## src/design/assert_macros.svh

```systemverilog
// ----------------------------------------------------------------------------
// Assertion macros
// Concurrent assertion wrappers that compile away when SYNTHESIS is defined.
// ----------------------------------------------------------------------------
`ifndef ASSERT_MACROS_SVH
`define ASSERT_MACROS_SVH

`ifndef SYNTHESIS
// Same-cycle implication, disabled while reset is high.
`define ASSERT_IMPLY(label, clk, rst, ante, cons) \
   label: assert property (@(posedge clk) disable iff (rst) (ante) |-> (cons)) \
      else $error("assertion failed: same-cycle implication");
// Next-cycle implication, disabled while reset is high.
`define ASSERT_NEXT(label, clk, rst, ante, cons) \
   label: assert property (@(posedge clk) disable iff (rst) (ante) |=> (cons)) \
      else $error("assertion failed: next-cycle implication");
`else
`define ASSERT_IMPLY(label, clk, rst, ante, cons)
`define ASSERT_NEXT(label, clk, rst, ante, cons)
`endif

`endif

```

## src/design/tsfa_pkg.sv

```systemverilog
// ----------------------------------------------------------------------------
// tsfa_pkg
// Shared types and constants of the typed serial frame assembler.
// ----------------------------------------------------------------------------
`default_nettype none

package tsfa_pkg;

   // Frame kinds as they appear on the result channel.
   localparam logic [2:0] KIND_DOUBLE = 3'd0;
   localparam logic [2:0] KIND_INT    = 3'd1;
   localparam logic [2:0] KIND_STRING = 3'd2;
   localparam logic [2:0] KIND_CMD    = 3'd3;
   localparam logic [2:0] KIND_RAW    = 3'd4;
   localparam logic [2:0] KIND_NONE   = 3'd7;

   // Operating modes.
   localparam logic [1:0] MODE_IGNORE = 2'd0;
   localparam logic [1:0] MODE_FRAME  = 2'd1;
   localparam logic [1:0] MODE_RAW    = 2'd2;

   // Character constants.
   localparam logic [7:0] CHAR_X     = 8'h58;
   localparam logic [7:0] CHAR_CR    = 8'h0D;
   localparam logic [7:0] CHAR_LF    = 8'h0A;
   localparam logic [7:0] CHAR_DOT   = 8'h2E;
   localparam logic [7:0] CHAR_MINUS = 8'h2D;
   localparam logic [7:0] CHAR_ZERO  = 8'h30;
   localparam logic [7:0] CHAR_NINE  = 8'h39;
   localparam logic [7:0] CHAR_NUL   = 8'h00;

   // Register file layout.
   localparam int CSR_ADDR_W = 5;
   localparam logic [2:0] REG_MODE        = 3'd0;
   localparam logic [2:0] REG_DOUBLE_TYPE = 3'd1;
   localparam logic [2:0] REG_INT_TYPE    = 3'd2;
   localparam logic [2:0] REG_STRING_TYPE = 3'd3;
   localparam logic [2:0] REG_CMD_MARKER  = 3'd4;
   localparam logic [2:0] REG_ERROR_FILL  = 3'd5;
   localparam logic [2:0] REG_CHECK_ON    = 3'd6;

   typedef struct packed {
      logic [1:0] mode;
      logic [7:0] double_type_byte;
      logic [7:0] int_type_byte;
      logic [7:0] string_type_byte;
      logic [7:0] command_marker_byte;
      logic [7:0] error_fill_byte;
      logic       format_check_on;
   } cfg_type;

   // Commands from the controller to the datapath.
   typedef struct packed {
      logic process;    // accepted byte in frame mode
      logic raw_load;   // accepted byte in raw mode
      logic append_cr;  // write the trailing carriage return and close the frame
      logic rd_issue;   // read the store at the emit index
      logic advance;    // step the emit index
   } ctrl_cmd_type;

   // Status from the datapath to the controller.
   typedef struct packed {
      logic nl_hit;      // the byte being processed ends a data frame
      logic cmd_hit;     // the byte being processed ends a command frame
      logic cmd_len_nz;  // the length of the closing command frame does not wrap to zero
      logic last;        // the byte being shown is the last of its frame
   } dp_status_type;

endpackage

`default_nettype wire

```

## src/design/tsfa_csr.sv

```systemverilog
// ----------------------------------------------------------------------------
// tsfa_csr
// Configuration registers behind an APB-style port.
// ----------------------------------------------------------------------------
`default_nettype none

module tsfa_csr import tsfa_pkg::*; (
   input  wire logic                  clock,
   input  wire logic                  reset,
   input  wire logic                  psel,
   input  wire logic                  penable,
   input  wire logic                  pwrite,
   input  wire logic [CSR_ADDR_W-1:0] paddr,
   input  wire logic [31:0]           pwdata,
   output logic      [31:0]           prdata,
   output cfg_type                    cfg
);

   cfg_type    cfg_ff;
   cfg_type    cfg_in;
   logic       wr_en;
   logic [2:0] reg_idx;

   assign reg_idx = paddr[4:2];
   assign wr_en   = psel && penable && pwrite;

   always_comb begin
      cfg_in = cfg_ff;
      if (wr_en) begin
         case (reg_idx)
            REG_MODE:        cfg_in.mode                = pwdata[1:0];
            REG_DOUBLE_TYPE: cfg_in.double_type_byte    = pwdata[7:0];
            REG_INT_TYPE:    cfg_in.int_type_byte       = pwdata[7:0];
            REG_STRING_TYPE: cfg_in.string_type_byte    = pwdata[7:0];
            REG_CMD_MARKER:  cfg_in.command_marker_byte = pwdata[7:0];
            REG_ERROR_FILL:  cfg_in.error_fill_byte     = pwdata[7:0];
            REG_CHECK_ON:    cfg_in.format_check_on     = pwdata[0];
            default:         cfg_in = cfg_ff;
         endcase
      end
   end

   always_ff @(posedge clock) begin
      if (reset) begin
         cfg_ff.mode                <= MODE_IGNORE;
         cfg_ff.double_type_byte    <= 8'd100;
         cfg_ff.int_type_byte       <= 8'd105;
         cfg_ff.string_type_byte    <= 8'd115;
         cfg_ff.command_marker_byte <= 8'd35;
         cfg_ff.error_fill_byte     <= 8'd63;
         cfg_ff.format_check_on     <= 1'b1;
      end else begin
         cfg_ff <= cfg_in;
      end
   end

   always_comb begin
      case (reg_idx)
         REG_MODE:        prdata = {30'd0, cfg_ff.mode};
         REG_DOUBLE_TYPE: prdata = {24'd0, cfg_ff.double_type_byte};
         REG_INT_TYPE:    prdata = {24'd0, cfg_ff.int_type_byte};
         REG_STRING_TYPE: prdata = {24'd0, cfg_ff.string_type_byte};
         REG_CMD_MARKER:  prdata = {24'd0, cfg_ff.command_marker_byte};
         REG_ERROR_FILL:  prdata = {24'd0, cfg_ff.error_fill_byte};
         REG_CHECK_ON:    prdata = {31'd0, cfg_ff.format_check_on};
         default:         prdata = 32'd0;
      endcase
   end

   assign cfg = cfg_ff;

endmodule

`default_nettype wire

```

## src/design/tsfa_ctrl.sv

```systemverilog
// ----------------------------------------------------------------------------
// tsfa_ctrl
// Sequencer for byte intake, carriage-return append and frame drain.
// ----------------------------------------------------------------------------
`default_nettype none

module tsfa_ctrl import tsfa_pkg::*; (
   input  wire logic          clock,
   input  wire logic          reset,
   input  wire logic [1:0]    mode,
   input  wire logic          req_valid,
   output logic               req_stall,
   output logic               rsp_valid,
   input  wire logic          rsp_stall,
   input  wire dp_status_type status,
   output ctrl_cmd_type       cmd
);

   typedef enum logic [1:0] {
      ST_IDLE,
      ST_APPEND,
      ST_READ,
      ST_SEND
   } state_type;

   state_type state_ff;
   state_type state_in;
   logic      stall_ff;
   logic      valid_ff;
   logic      accept;

   assign accept = req_valid && !stall_ff;

   always_comb begin
      state_in = state_ff;
      cmd      = '0;
      case (state_ff)
         ST_IDLE: begin
            if (accept) begin
               case (mode)
                  MODE_RAW: begin
                     cmd.raw_load = 1'b1;
                     state_in     = ST_SEND;
                  end
                  MODE_FRAME: begin
                     cmd.process = 1'b1;
                     if (status.nl_hit) begin
                        state_in = ST_APPEND;
                     end else if (status.cmd_hit && status.cmd_len_nz) begin
                        state_in = ST_READ;
                     end
                  end
                  default: state_in = ST_IDLE;
               endcase
            end
         end
         ST_APPEND: begin
            cmd.append_cr = 1'b1;
            state_in      = ST_READ;
         end
         ST_READ: begin
            cmd.rd_issue = 1'b1;
            state_in     = ST_SEND;
         end
         ST_SEND: begin
            if (!rsp_stall) begin
               if (status.last) begin
                  state_in = ST_IDLE;
               end else begin
                  cmd.advance = 1'b1;
                  state_in    = ST_READ;
               end
            end
         end
         default: state_in = ST_IDLE;
      endcase
   end

   always_ff @(posedge clock) begin
      if (reset) begin
         state_ff <= ST_IDLE;
         stall_ff <= 1'b0;
         valid_ff <= 1'b0;
      end else begin
         state_ff <= state_in;
         stall_ff <= (state_in != ST_IDLE);
         valid_ff <= (state_in == ST_SEND);
      end
   end

   assign req_stall = stall_ff;
   assign rsp_valid = valid_ff;

endmodule

`default_nettype wire

```

## src/design/tsfa_datapath.sv

```systemverilog
// ----------------------------------------------------------------------------
// tsfa_datapath
// Frame store, fill and marker counters, type claim and output formatting.
// ----------------------------------------------------------------------------
`default_nettype none

module tsfa_datapath import tsfa_pkg::*; #(
   parameter int FRAME_DEPTH = 32
) (
   input  wire logic         clock,
   input  wire logic         reset,
   input  wire cfg_type      cfg,
   input  wire ctrl_cmd_type cmd,
   input  wire logic [7:0]   rx_byte,
   output dp_status_type     status,
   output logic [7:0]        out_byte,
   output logic [2:0]        frame_kind,
   output logic              last_of_frame
);

   localparam int AW = $clog2(FRAME_DEPTH);
   localparam int CW = $clog2(FRAME_DEPTH + 1);

   logic [7:0]    mem [FRAME_DEPTH];

   logic [AW-1:0] fill_ff;
   logic [AW-1:0] fill_in;
   logic [2:0]    ftype_ff;
   logic [2:0]    ftype_in;
   logic [1:0]    mark_ff;
   logic [1:0]    mark_in;
   logic [2:0]    kind_ff;
   logic [2:0]    kind_in;
   logic [CW-1:0] len_ff;
   logic [CW-1:0] len_in;
   logic [AW-1:0] idx_ff;
   logic [AW-1:0] idx_in;
   logic [7:0]    rd_data_ff;
   logic [7:0]    lead_ff;

   logic [2:0]    claim;
   logic          active;
   logic          is_cmd;
   logic [1:0]    mark_next;
   logic [AW-1:0] fill_wrap;
   logic          wr_en;
   logic [7:0]    wr_data;

   logic          xform_on;
   logic          numeric;
   logic [7:0]    extra;
   logic [7:0]    lead_ref;
   logic [7:0]    chk1;
   logic [7:0]    chk2;

   function automatic logic is_line_end(input logic [7:0] c);
      return (c == CHAR_LF) || (c == CHAR_CR);
   endfunction

   // Type claim: the first matching type byte wins while no frame is open.
   always_comb begin
      if (ftype_ff != KIND_NONE) begin
         claim = ftype_ff;
      end else if (rx_byte == cfg.double_type_byte) begin
         claim = KIND_DOUBLE;
      end else if (rx_byte == cfg.int_type_byte) begin
         claim = KIND_INT;
      end else if (rx_byte == cfg.string_type_byte) begin
         claim = KIND_STRING;
      end else if (rx_byte == cfg.command_marker_byte) begin
         claim = KIND_CMD;
      end else begin
         claim = KIND_NONE;
      end
   end

   assign active    = (claim != KIND_NONE) && (rx_byte != CHAR_NUL);
   assign is_cmd    = (claim == KIND_CMD);
   assign mark_next = mark_ff + {1'b0, rx_byte == cfg.command_marker_byte};
   assign fill_wrap = (fill_ff == AW'(FRAME_DEPTH - 1)) ? '0 : AW'(fill_ff + 1'b1);

   assign status.nl_hit     = active && !is_cmd && (rx_byte == CHAR_LF);
   assign status.cmd_hit    = active && is_cmd && (mark_next == 2'd2);
   assign status.cmd_len_nz = (fill_wrap != '0);
   assign status.last       = (kind_ff == KIND_RAW) ||
                              ((CW'(idx_ff) + 1'b1) == len_ff);

   assign wr_en   = (cmd.process && active) || cmd.append_cr;
   assign wr_data = cmd.append_cr ? CHAR_CR : rx_byte;

   always_comb begin
      fill_in  = fill_ff;
      ftype_in = ftype_ff;
      mark_in  = mark_ff;
      kind_in  = kind_ff;
      len_in   = len_ff;
      idx_in   = idx_ff;
      if (cmd.process) begin
         ftype_in = claim;
         if (active) begin
            fill_in = fill_wrap;
            if (is_cmd) begin
               mark_in = mark_next;
            end
            if (status.cmd_hit) begin
               fill_in  = '0;
               ftype_in = KIND_NONE;
               mark_in  = 2'd0;
               len_in   = CW'(fill_wrap);
               kind_in  = KIND_CMD;
               idx_in   = '0;
            end
         end
      end
      if (cmd.append_cr) begin
         // A wrap to zero here means the store holds a full frame.
         fill_in  = '0;
         ftype_in = KIND_NONE;
         len_in   = (fill_wrap == '0) ? CW'(FRAME_DEPTH) : CW'(fill_wrap);
         kind_in  = ftype_ff;
         idx_in   = '0;
      end
      if (cmd.raw_load) begin
         kind_in = KIND_RAW;
      end
      if (cmd.advance) begin
         idx_in = AW'(idx_ff + 1'b1);
      end
   end

   always_ff @(posedge clock) begin
      if (reset) begin
         fill_ff  <= '0;
         ftype_ff <= KIND_NONE;
         mark_ff  <= 2'd0;
         kind_ff  <= KIND_NONE;
         len_ff   <= '0;
         idx_ff   <= '0;
      end else begin
         fill_ff  <= fill_in;
         ftype_ff <= ftype_in;
         mark_ff  <= mark_in;
         kind_ff  <= kind_in;
         len_ff   <= len_in;
         idx_ff   <= idx_in;
      end
   end

   // The store, its registered read port, and a copy of the first entry.
   always_ff @(posedge clock) begin
      if (wr_en) begin
         mem[fill_ff] <= wr_data;
         if (fill_ff == '0) begin
            lead_ff <= wr_data;
         end
      end
      if (cmd.raw_load) begin
         rd_data_ff <= rx_byte;
      end else if (cmd.rd_issue) begin
         rd_data_ff <= mem[idx_ff];
      end
   end

   // Format check on the way out; the first byte of a frame passes unchanged.
   assign xform_on = cfg.format_check_on && (idx_ff != '0) &&
                     ((kind_ff == KIND_DOUBLE) || (kind_ff == KIND_INT) ||
                      (kind_ff == KIND_STRING));
   assign numeric  = (kind_ff == KIND_DOUBLE) || (kind_ff == KIND_INT);
   assign extra    = (kind_ff == KIND_DOUBLE) ? CHAR_DOT : CHAR_MINUS;

   always_comb begin
      case (kind_ff)
         KIND_DOUBLE: lead_ref = cfg.double_type_byte;
         KIND_INT:    lead_ref = cfg.int_type_byte;
         default:     lead_ref = cfg.string_type_byte;
      endcase
   end

   always_comb begin
      chk1 = rd_data_ff;
      if (numeric && !((rd_data_ff >= CHAR_ZERO) && (rd_data_ff <= CHAR_NINE)) &&
          (rd_data_ff != extra) && !is_line_end(rd_data_ff)) begin
         chk1 = cfg.error_fill_byte;
      end
      chk2 = chk1;
      if ((lead_ff != lead_ref) && !is_line_end(chk1)) begin
         chk2 = CHAR_X;
      end
   end

   assign out_byte      = xform_on ? chk2 : rd_data_ff;
   assign frame_kind    = kind_ff;
   assign last_of_frame = status.last;

endmodule

`default_nettype wire

```

## src/design/typed_serial_frame_assembler_top.sv

```systemverilog
// ----------------------------------------------------------------------------
// typed_serial_frame_assembler_top
// Assembles typed frames from received serial bytes and emits them bytewise.
// ----------------------------------------------------------------------------
//
//   Channel   Direction  Handshake          Payload
//   req_      in         valid / stall      rx_byte
//   rsp_      out        valid / stall      out_byte, frame_kind, last_of_frame
//   csr_      in         psel / penable     paddr, pwdata, prdata (APB-style)
//
// A byte that is ignored or only stored leaves req_stall low, and the next
// transaction may be accepted in the following cycle.
// A byte that closes a frame holds req_stall high while the frame drains
// (and first while the carriage return of a data frame is written) and
// during any rsp_stall; each output byte is first read from the single-port
// frame store into its registered read data and then shown on the result
// channel. A raw byte is accepted and then shown before the next is taken.
// Reset is synchronous and active high; it restores the register defaults and
// clears the frame state. The frame store itself is not cleared.
// ----------------------------------------------------------------------------
`default_nettype none

`include "assert_macros.svh"

module typed_serial_frame_assembler_top import tsfa_pkg::*; #(
   parameter int FRAME_DEPTH = 32
) (
   input  wire logic                  clock,
   input  wire logic                  reset,
   // Received byte channel.
   input  wire logic                  req_valid,
   output logic                       req_stall,
   input  wire logic [7:0]            req_rx_byte,
   // Emitted frame channel.
   output logic                       rsp_valid,
   input  wire logic                  rsp_stall,
   output logic [7:0]                 rsp_out_byte,
   output logic [2:0]                 rsp_frame_kind,
   output logic                       rsp_last_of_frame,
   // Configuration port.
   input  wire logic                  csr_psel,
   input  wire logic                  csr_penable,
   input  wire logic                  csr_pwrite,
   input  wire logic [CSR_ADDR_W-1:0] csr_paddr,
   input  wire logic [31:0]           csr_pwdata,
   output logic      [31:0]           csr_prdata,
   output logic                       csr_pready
);

   cfg_type       cfg;
   ctrl_cmd_type  cmd;
   dp_status_type status;

   // The port never inserts wait states.
   assign csr_pready = 1'b1;

   tsfa_csr u_csr (
      .clock   (clock),
      .reset   (reset),
      .psel    (csr_psel),
      .penable (csr_penable),
      .pwrite  (csr_pwrite),
      .paddr   (csr_paddr),
      .pwdata  (csr_pwdata),
      .prdata  (csr_prdata),
      .cfg     (cfg)
   );

   // The controller decides when a transaction is accepted and sequences the
   // append and drain of a finished frame.
   tsfa_ctrl u_ctrl (
      .clock     (clock),
      .reset     (reset),
      .mode      (cfg.mode),
      .req_valid (req_valid),
      .req_stall (req_stall),
      .rsp_valid (rsp_valid),
      .rsp_stall (rsp_stall),
      .status    (status),
      .cmd       (cmd)
   );

   // The datapath owns the frame store and all frame state, and formats each
   // byte as it leaves the store.
   tsfa_datapath #(
      .FRAME_DEPTH (FRAME_DEPTH)
   ) u_datapath (
      .clock         (clock),
      .reset         (reset),
      .cfg           (cfg),
      .cmd           (cmd),
      .rx_byte       (req_rx_byte),
      .status        (status),
      .out_byte      (rsp_out_byte),
      .frame_kind    (rsp_frame_kind),
      .last_of_frame (rsp_last_of_frame)
   );

   // While input is open, no result may be pending.
   `ASSERT_IMPLY(a_idle_no_result, clock, reset, !req_stall, !rsp_valid)
   // Once the last byte of a frame is taken, the block returns to intake.
   `ASSERT_NEXT(a_last_ends_drain, clock, reset,
                rsp_valid && rsp_last_of_frame && !rsp_stall, !rsp_valid && !req_stall)
   // Every raw byte is a frame of its own.
   `ASSERT_IMPLY(a_raw_is_last, clock, reset,
                 rsp_valid && (rsp_frame_kind == KIND_RAW), rsp_last_of_frame)

endmodule

`default_nettype wire
```

## config.mk

```make
export PLATFORM = sky130hd
export DESIGN_NAME = typed_serial_frame_assembler_top
export DESIGN_NICKNAME = d
export VERILOG_FILES = /design/src/design/tsfa_pkg.sv /design/src/design/tsfa_csr.sv /design/src/design/tsfa_ctrl.sv /design/src/design/tsfa_datapath.sv /design/src/design/typed_serial_frame_assembler_top.sv
export VERILOG_INCLUDE_DIRS = /design/src /design/src/design
export SDC_FILE = /design/constraint.sdc
export NUM_CORES = 1
export LEC_CHECK = 0
export BUFFER_PORTS_ARGS = -buffer_cell sky130_fd_sc_hd__buf_2
export CAP_MARGIN = 40
export CORE_ASPECT_RATIO = 0.6
export CORE_MARGIN = 2
export CORE_UTILIZATION = 60
export DETAILED_ROUTE_END_ITERATION = 7
export PLACE_DENSITY = 0.79
export SLEW_MARGIN = 0
export SYNTH_ARGS = -nofsm -noshare
export SYNTH_HDL_FRONTEND = slang
export SYNTH_SLANG_ARGS = --single-unit
```

## constraint.sdc

```tcl
create_clock -name clock -period 3.55 [get_ports clock]
set_input_delay 0.71 -clock clock [delete_from_list [all_inputs] [get_ports clock]]
set_output_delay 0.71 -clock clock [all_outputs]
set_load 0.1 [all_outputs]
```

==> impl_results.md, run 1 <==
- Core area: 25,300 um^2
- Netlist Area Pre-Place: around 15,000 um^2
- Synth area leaders: sky130_fd_sc_hd__edfxtp_1, sky130_fd_sc_hd__mux4_2, sky130_fd_sc_hd__dfxtp_1
- Sequential area share after synthesis: around 63%
- Share of the synthesized area in the top cell type: 53.0%
- Delay-heaviest family, CP: simple AND/OR/NAND/NOR gates
- Max clock buf depth: 3
- Total power draw: 8.07 mW
- Drt first pass iters: 5
- Min setup slack post-route: -0.0496 ns
- Netlist cell types: 67
- Dominant combinational cell family by area after synthesis: multiplexers
- Crit path max-delay cell type: sky130_fd_sc_hd__nor4_4
- Amount of wire on met2 after detailed routing: 15.3 mm
- Period utilisation layout: 101%
- Async SR Flop Fraction: 0%
- Post-Place Worst Slack: approximately 0.15 ns
- Area used by multi-input combinational logic: 5430 um^2
- Clock insertion delay at the later pin of the skew report: 0.59 ns
- Clock tree from TritonCTS: done
- Relative slew margins: 48.0%
- CTS Hold Bufs: 0
- Sequential cell area: 9710 um^2
- Post-synthesis mux area share: 16.8%
- Area Growth Syn to Fin: 14.9%
- Antenna violations before repair: 1
- Number of setup violations in the final report: 7
- Height of the die: 128 um
- Setup repair after global routing missed its margin: true
- CP Buf/Inv Count: 3
- Most area-hungry cell type in the Yosys netlist: sky130_fd_sc_hd__edfxtp_1
- Post-layout net count: 1,193
- Most repeated cell in the gate-level netlist after synthesis: sky130_fd_sc_hd__edfxtp_1
- Period minus WS final: 3.60 ns
- End-of-flow core utilization: 70.1%
- Via count of the first global-routing pass: 8,866
- Number of I/O pins: just under 100
- Synth Area in Adders: less than 1%
- Kind of path behind the tightest hold check: input pin to register
- Metal1 wirelength: 17.1 mm
- Routability Congestion: 0.933
- Layout Cell Area excl Fill: 17,700 um^2
- Sink count of the clock tree: around 350
- Syn Area/Cell: 15.2 um^2
- Quantity of I/O buffers inserted on ports: between 40 and 50
- Max Clock Skew: approximately 0.021 ns
- Total global routing overflow: 0
- Flip-flop cell with the highest count after synthesis: sky130_fd_sc_hd__edfxtp_1
- Achievable clock frequency: 278 MHz
- Cell breakdown of the critical path: buf_12 > mux2i_2 > a211o_1 > nand4_1 > nor4_4 > nor2_2 > o21ai_4 > buf_6 > a22o_4 > buf_12
- Delay of the slowest cell on the worst path: 0.44 ns
- Req. time, crit path: about 2.8 ns
- Overall routed net length: 37.9 mm
- Fraction of synthesized cell area in xor and xnor cells: 2.44%
- Pins over their slew limit: 0
- CTS buffer count: 30
- Setup TNS: -0.250 ns
- Final ANT Viol Nets: 0
- Transition time at the pin with the least slew margin: just under 0.8 ns
- Post-synthesis share of cell area spent on and, or, nand and nor gates: 7.80%
- Wire length of the first global-routing pass: 55.7 mm
- Kind of capture point of the worst setup path: primary output
- WL met3: 4.90 mm
- Failing checks: setup timing
- Post-synthesis sequential element count: ~350
- Clock transition at path regs: 0.07 ns
- Antenna Diode Count: 0
- Largest net degree at the start of global routing: 65
- Endpoints failing hold: 0
- Share of layout cells above drive strength 1: 28.2%
- Fillers: between 1,500 and 2,000
- Gate Count Post-Synth: 1,016
- Most frequent cells after synthesis: sky130_fd_sc_hd__edfxtp_1, sky130_fd_sc_hd__nor2_1, sky130_fd_sc_hd__mux4_2
- MaxCap Viol Count: 0
- Highest metal layer used by the detailed router: met5
- Worst voltage drop across the vdd grid: between 400 and 500 uV
- Effective utilization at floorplan: between 60 and 70%
- Average via count per standard cell: roughly 6.4
- Count of yosys warnings during synthesis: 0
- Master cell of the clock root buffer: sky130_fd_sc_hd__clkbuf_16
- Arrival time of data at the critical path endpoint: 2.89 ns
- Synthesized-area fraction occupied by ao, oa, aoi and oai cells: 5.77%
- Placed inst area: ~16,000 um^2
- Total number of H-tree levels: 1
- Count of flip-flops with a built-in enable after synthesis: 272
- Total via count after detailed routing: 9,556
- Critical Path Most Common Cell: sky130_fd_sc_hd__buf_12
- Die boundary width: 211 um
- CP Max Fanout: 6
- DP Wirelength: approximately 26 mm
- Tot GR Track Use: 28.4%
- Routed wirelength normalized by instance count: 25.5 um
- Power per cell area: 456 nW/um^2
- DRC violation count after routing: 0
- Minimum setup slack among reg-to-reg paths: roughly 0.46 ns
- Cell leakage power: 6.05 nW
- Initial DRC Count: 1,330
- Kind of critical path: register to primary output
- Run status: finished with violations
- Type of origin of the critical path: register
- Die area: between 20,000 and 30,000 um^2
- Core Rows: between 40 and 50
-- power breakdown --
part,total [mW],leakage [nW],internal (mW),switching (mW)
Combinational,0.383,2.52,0.0631,0.320
Clock,3.30,0.471,1.79,1.51
Sequential,4.39,3.06,4.38,0.00628
Total,8.07,6.05,6.24,1.83
-- cell type report --
cell class | instances | share of cell area, %
clock inverter | 19 | 1.16
inverter | 20 | 0.424
clock buffer | 37 | 4.39
tap | 329 | 2.32
sequential | 348 | 54.8
timing repair buffer | 136 | 6.28
multi-input combinational | 594 | 30.6
-- metrics by stage --
stage          std cells  hold WS, ns
4_1_cts             1479        0.411
6_report            1483        0.427
3_3_place_gp        1411        0.468
5_1_grt             1483        0.438
3_5_place_dp        1411        0.475
2_1_floorplan       1039        0.444
-- state kept, by name, indices dropped and copies added, names as in the netlist, named ones only --
register,flops
u_datapath.mark_ff,2
u_datapath.mem,256
u_csr.cfg,43
u_datapath.ftype_ff,3
u_datapath.lead_ff,8
u_ctrl.rsp_valid,1
u_datapath.len_ff,6
u_datapath.idx_ff,5
u_ctrl.req_stall,1
u_datapath.rd_data_ff,8
u_ctrl.state_ff,2
u_datapath.frame_kind,3
u_datapath.fill_ff,5
-- metal layers --
| layer | GRT usage [%] | up-vias |
|---|---|---|
| met1 | 47.9 | 4810 |
| met5 | 0 | - |
| met2 | 36.7 | 585 |
| met3 | 7.47 | 57 |
| li1 | - | 4102 |
| met4 | 5.59 | 2 |
-- worst register-to-register path, stage by stage, from the launching register on --
cell and delay [ns]:
sky130_fd_sc_hd__dfxtp_1 0.45, sky130_fd_sc_hd__xor2_1 0.14, sky130_fd_sc_hd__nor4_1 0.53, sky130_fd_sc_hd__nand2_1 0.25
sky130_fd_sc_hd__nand3_1 0.20, sky130_fd_sc_hd__o311a_1 0.45, sky130_fd_sc_hd__o21ai_2 0.30, sky130_fd_sc_hd__nor2_1 0.30
sky130_fd_sc_hd__buf_4 0.19
-- cell usage in the layout, fill, tap and decap left out, drive strengths merged, types with 6 or more instances in the layout --
| cell type | n |
|---|---|
| dfxtp | 76 |
| o21ai | 28 |
| nand2 | 50 |
| inv | 21 |
| mux4 | 81 |
| nand3 | 16 |
| nand2b | 8 |
| a22oi | 6 |
| clkbuf | 38 |
| conb | 25 |
| xnor2 | 15 |
| xor2 | 28 |
| ha | 11 |
| nor4 | 10 |
| edfxtp | 272 |
| o211ai | 10 |
| a211o | 8 |
| mux2i | 73 |
| o21ba | 8 |
| nand3b | 6 |
| nand4 | 7 |
| clkinv | 12 |
| nor2b | 19 |
| nor3 | 9 |
| nor2 | 90 |
| buf | 135 |
| a21oi | 24 |
-- logic make-up (layout without fill, tap and decap cells) --
kind of cell / after synthesis / count (layout)
AO/OA/AOI/OAI: 120 / 120
XOR/XNOR: 43 / 43
adder cells (fa/ha/maj): 11 / 11
buffers and inverters: 97 / 212
flip-flops: 348 / 348
multiplexers: 157 / 157
other: 2 / 25
AND/OR/NAND/NOR: 238 / 238
-- worst paths after layout --
check                           depth (start not counted)                    end                     start
worst max-delay path                                   10        rsp_out_byte[0]  u_datapath.frame_kind[0]
worst min-delay path                                    3           u_csr.cfg[3]             csr_pwdata[2]
worst max register to register                          8  u_datapath.mem[22][4]             u_csr.cfg[24]
worst min register to register                          2   u_datapath.len_ff[1]      u_datapath.len_ff[1]
-- repair_timing --
item / in CTS / in global routing
buffers inserted: 12 / 4
setup endpoints to repair: 8 / 9
endpoints found under the hold margin: 0 / 0
resized for setup: 32 / 15
pin swaps: 9 / 14
No activity file was read; power rests on OpenSTA's default activity.
==> run 2, diff against run 1 <==
RECOVER_POWER = 50   (was unset)
==> run 2 against run 1 <==
Net effect: via count about the same; first-iteration DRC count grew 5.8%; hold slack worse by 0.0030 ns; utilization down 0.32 points; worst setup slack got worse by 0.025 ns; critical path depth unchanged; global-route usage is the same; routed wire length decreased by 0.31%; sequential share of layout area is 0.25 points higher; the run still ends with setup timing left; sequential power about the same; fmax shrank 0.68%; highest routed layer unchanged.
==> impl_results.md, run 2 (same netlist as run 1, synthesis figures left out) <==
- Run status: finished with violations
- Failing checks: setup timing
- Req. time, crit path: 2.84 ns (about the same)
- Period minus WS final: 3.62 ns (+0.0246 ns)
- Routability Congestion: 0.933 (unchanged)
- Type of origin of the critical path: register
- Core Rows: 45 (unchanged)
- Share of layout cells above drive strength 1: 26.1% (-2.2 points)
- Cell leakage power: 5.99 nW (-1.0%)
- Total global routing overflow: 0 (unchanged)
- Flip-flop count of the largest register, all copies and words added: 256 (unchanged)
- Finished Layout Cells: 1,483 (unchanged)
- Placed inst area: 16,400 um^2 (unchanged)
- Overall routed net length: 37.8 mm (-0.31%)
- End-of-flow core utilization: 69.8% (-0.32 points)
- Wire length of the first global-routing pass: 55.7 mm (unchanged)
- Die area: 27,000 um^2 (unchanged)
- Tot GR Track Use: 28.4% (unchanged)
- Kind of path behind the tightest hold check: input pin to register
- Via count of the first global-routing pass: 8,866 (unchanged)
- CP Buf/Inv Count: 3 (unchanged)
- Setup TNS: -0.432 ns (-0.182 ns)
- Core area: 25,300 um^2 (unchanged)
- Relative slew margins: 13.9% (-34 points)
- Fillers: 1,616 (+1.8%)
- DP Wirelength: 25.6 mm (unchanged)
- Register ranked first by flip-flop count: u_datapath.mem
- Largest net degree at the start of global routing: 65 (unchanged)
- Antenna violations before repair: 1 (unchanged)
- Number of I/O pins: 99 (unchanged)
- Power per cell area: 457 nW/um^2 (+0.37%)
- Master cell of the clock root buffer: sky130_fd_sc_hd__clkbuf_16
- Antenna Diode Count: 0 (unchanged)
- Transition time at the pin with the least slew margin: 1.30 ns (+0.518 ns)
- Most used cells in the layout excluding fill and tap cells: sky130_fd_sc_hd__edfxtp_1, sky130_fd_sc_hd__nor2_1, sky130_fd_sc_hd__mux4_2, sky130_fd_sc_hd__dfxtp_1, sky130_fd_sc_hd__mux2i_1
- Achievable clock frequency: 276 MHz (-0.68%)
- DRC violation count after routing: 0 (unchanged)
- Average via count per standard cell: 6.45 (about the same)
- Die boundary width: 211 um (unchanged)
- Number of instances in the placed design: 1,411 (unchanged)
- Kind of capture point of the worst setup path: primary output
- Critical Path Most Common Cell: sky130_fd_sc_hd__buf_12
- Effective utilization at floorplan: 61.0% (unchanged)
- Min setup slack post-route: -0.0743 ns (-0.0246 ns)
- Crit path max-delay cell type: sky130_fd_sc_hd__nor4_4
- Post-layout net count: 1,193 (unchanged)
- Arrival time of data at the critical path endpoint: 2.91 ns (+0.02 ns)
- Endpoints failing hold: 0 (unchanged)
- Routed wirelength normalized by instance count: 25.5 um (-0.31%)
- Clock transition at path regs: 0.07 ns (about the same)
- Delay of the slowest cell on the worst path: 0.45 ns (about the same)
- Height of the die: 128 um (unchanged)
- Total via count after detailed routing: 9,562 (+0.063%)
- Area Growth Syn to Fin: 14.4%
- Sink count of the clock tree: 348 (unchanged)
- Clock tree from TritonCTS: done
- Kind of critical path: register to primary output
- CTS buffer count: 30 (unchanged)
- Max clock buf depth: 3 (unchanged)
- Delay-heaviest family, CP: simple AND/OR/NAND/NOR gates
- Period utilisation layout: 102% (+0.69 points)
- Clock insertion delay at the later pin of the skew report: 0.60 ns (about the same)
- Setup repair after global routing missed its margin: true
- Layout Cell Area excl Fill: 17,600 um^2 (-0.45%)
- Number of setup violations in the final report: 8 (+1)
- Worst voltage drop across the vdd grid: 407 uV (-0.17%)
- CP Max Fanout: 6 (unchanged)
- Total number of H-tree levels: 1 (unchanged)
- Most common cell after layout, fill and taps aside: sky130_fd_sc_hd__edfxtp_1
- Drt first pass iters: 5 (unchanged)
- Cell breakdown of the critical path: buf_12 > mux2i_2 > a211o_1 > nand4_1 > nor4_4 > nor2_2 > o21ai_4 > buf_6 > a22o_4 > buf_12
- Total power draw: 8.06 mW (about the same)
- MaxCap Viol Count: 0 (unchanged)
- Max Clock Skew: 0.0187 ns (-0.00230 ns)
- Pins over their slew limit: 0 (unchanged)
- Quantity of I/O buffers inserted on ports: 47 (unchanged)
- Initial DRC Count: 1,407 (+5.8%)
- Final ANT Viol Nets: 0 (unchanged)
## run 2: changes by cell type in the layout (fill, tap and decap cells not counted), sizes merged
cell	previous run	this run
buf	135	117
clkbuf	38	56
## run 2: area by class of cell
cell class	instances	area (um^2)	area share, %
Sequential cell	348	9710	55.0
Multi-Input combinational cell	594	5400	30.6
Timing Repair Buffer	136	1060	6.04
Clock buffer	37	777	4.41
Tap cell	329	412	2.33
Clock inverter	19	205	1.16
Inverter	20	75.1	0.426
## run 2: final timing paths
check        slack, ns  cells after the start                      from                     to
min reg2reg       0.49                      2      u_datapath.len_ff[1]   u_datapath.len_ff[1]
max reg2reg       0.29                      8             u_csr.cfg[38]  u_datapath.mem[25][6]
max              -0.07                     10  u_datapath.frame_kind[0]        rsp_out_byte[0]
min               0.42                      3             csr_pwdata[2]           u_csr.cfg[3]
## run 2: tightest hold or removal path, cell delays in order
cell and delay [ns]:
sky130_fd_sc_hd__buf_2 0.13, sky130_fd_sc_hd__mux2i_1 0.08, sky130_fd_sc_hd__nand2_1 0.06
## run 2: layer usage
metal | track usage [%] | up-vias | routed length, um
met5 | 0 | - | 9
met4 | 5.59 | 2 | 501
met3 | 7.47 | 54 | 5180
met2 | 36.7 | 624 | 15300
met1 | 47.9 | 4779 | 16800
li1 | - | 4103 | -
## run 2: through the flow
stage | setup slack (ns) | hold slack [ns]
after global placement | 0.210 | 0.468
after CTS | 0.00219 | 0.411
after detailed placement | 0.151 | 0.475
after floorplan | 0.0158 | 0.444
final | -0.0743 | 0.424
after global routing | -0.136 | 0.438
## run 2: where the power goes
| group | internal (mW) | switching, mW |
|---|---|---|
| Clock | 1.79 | 1.50 |
| Combinational | 0.0590 | 0.318 |
| Sequential | 4.38 | 0.00624 |
## run 2: repair_timing
| item | in CTS | in global routing |
|---|---|---|
| gates resized for setup | 32 | 15 |
| pin swaps | 9 | 14 |
| hold buffers | 0 | 0 |
| buffers inserted | 12 | 4 |
| setup endpoints to repair | 8 | 9 |
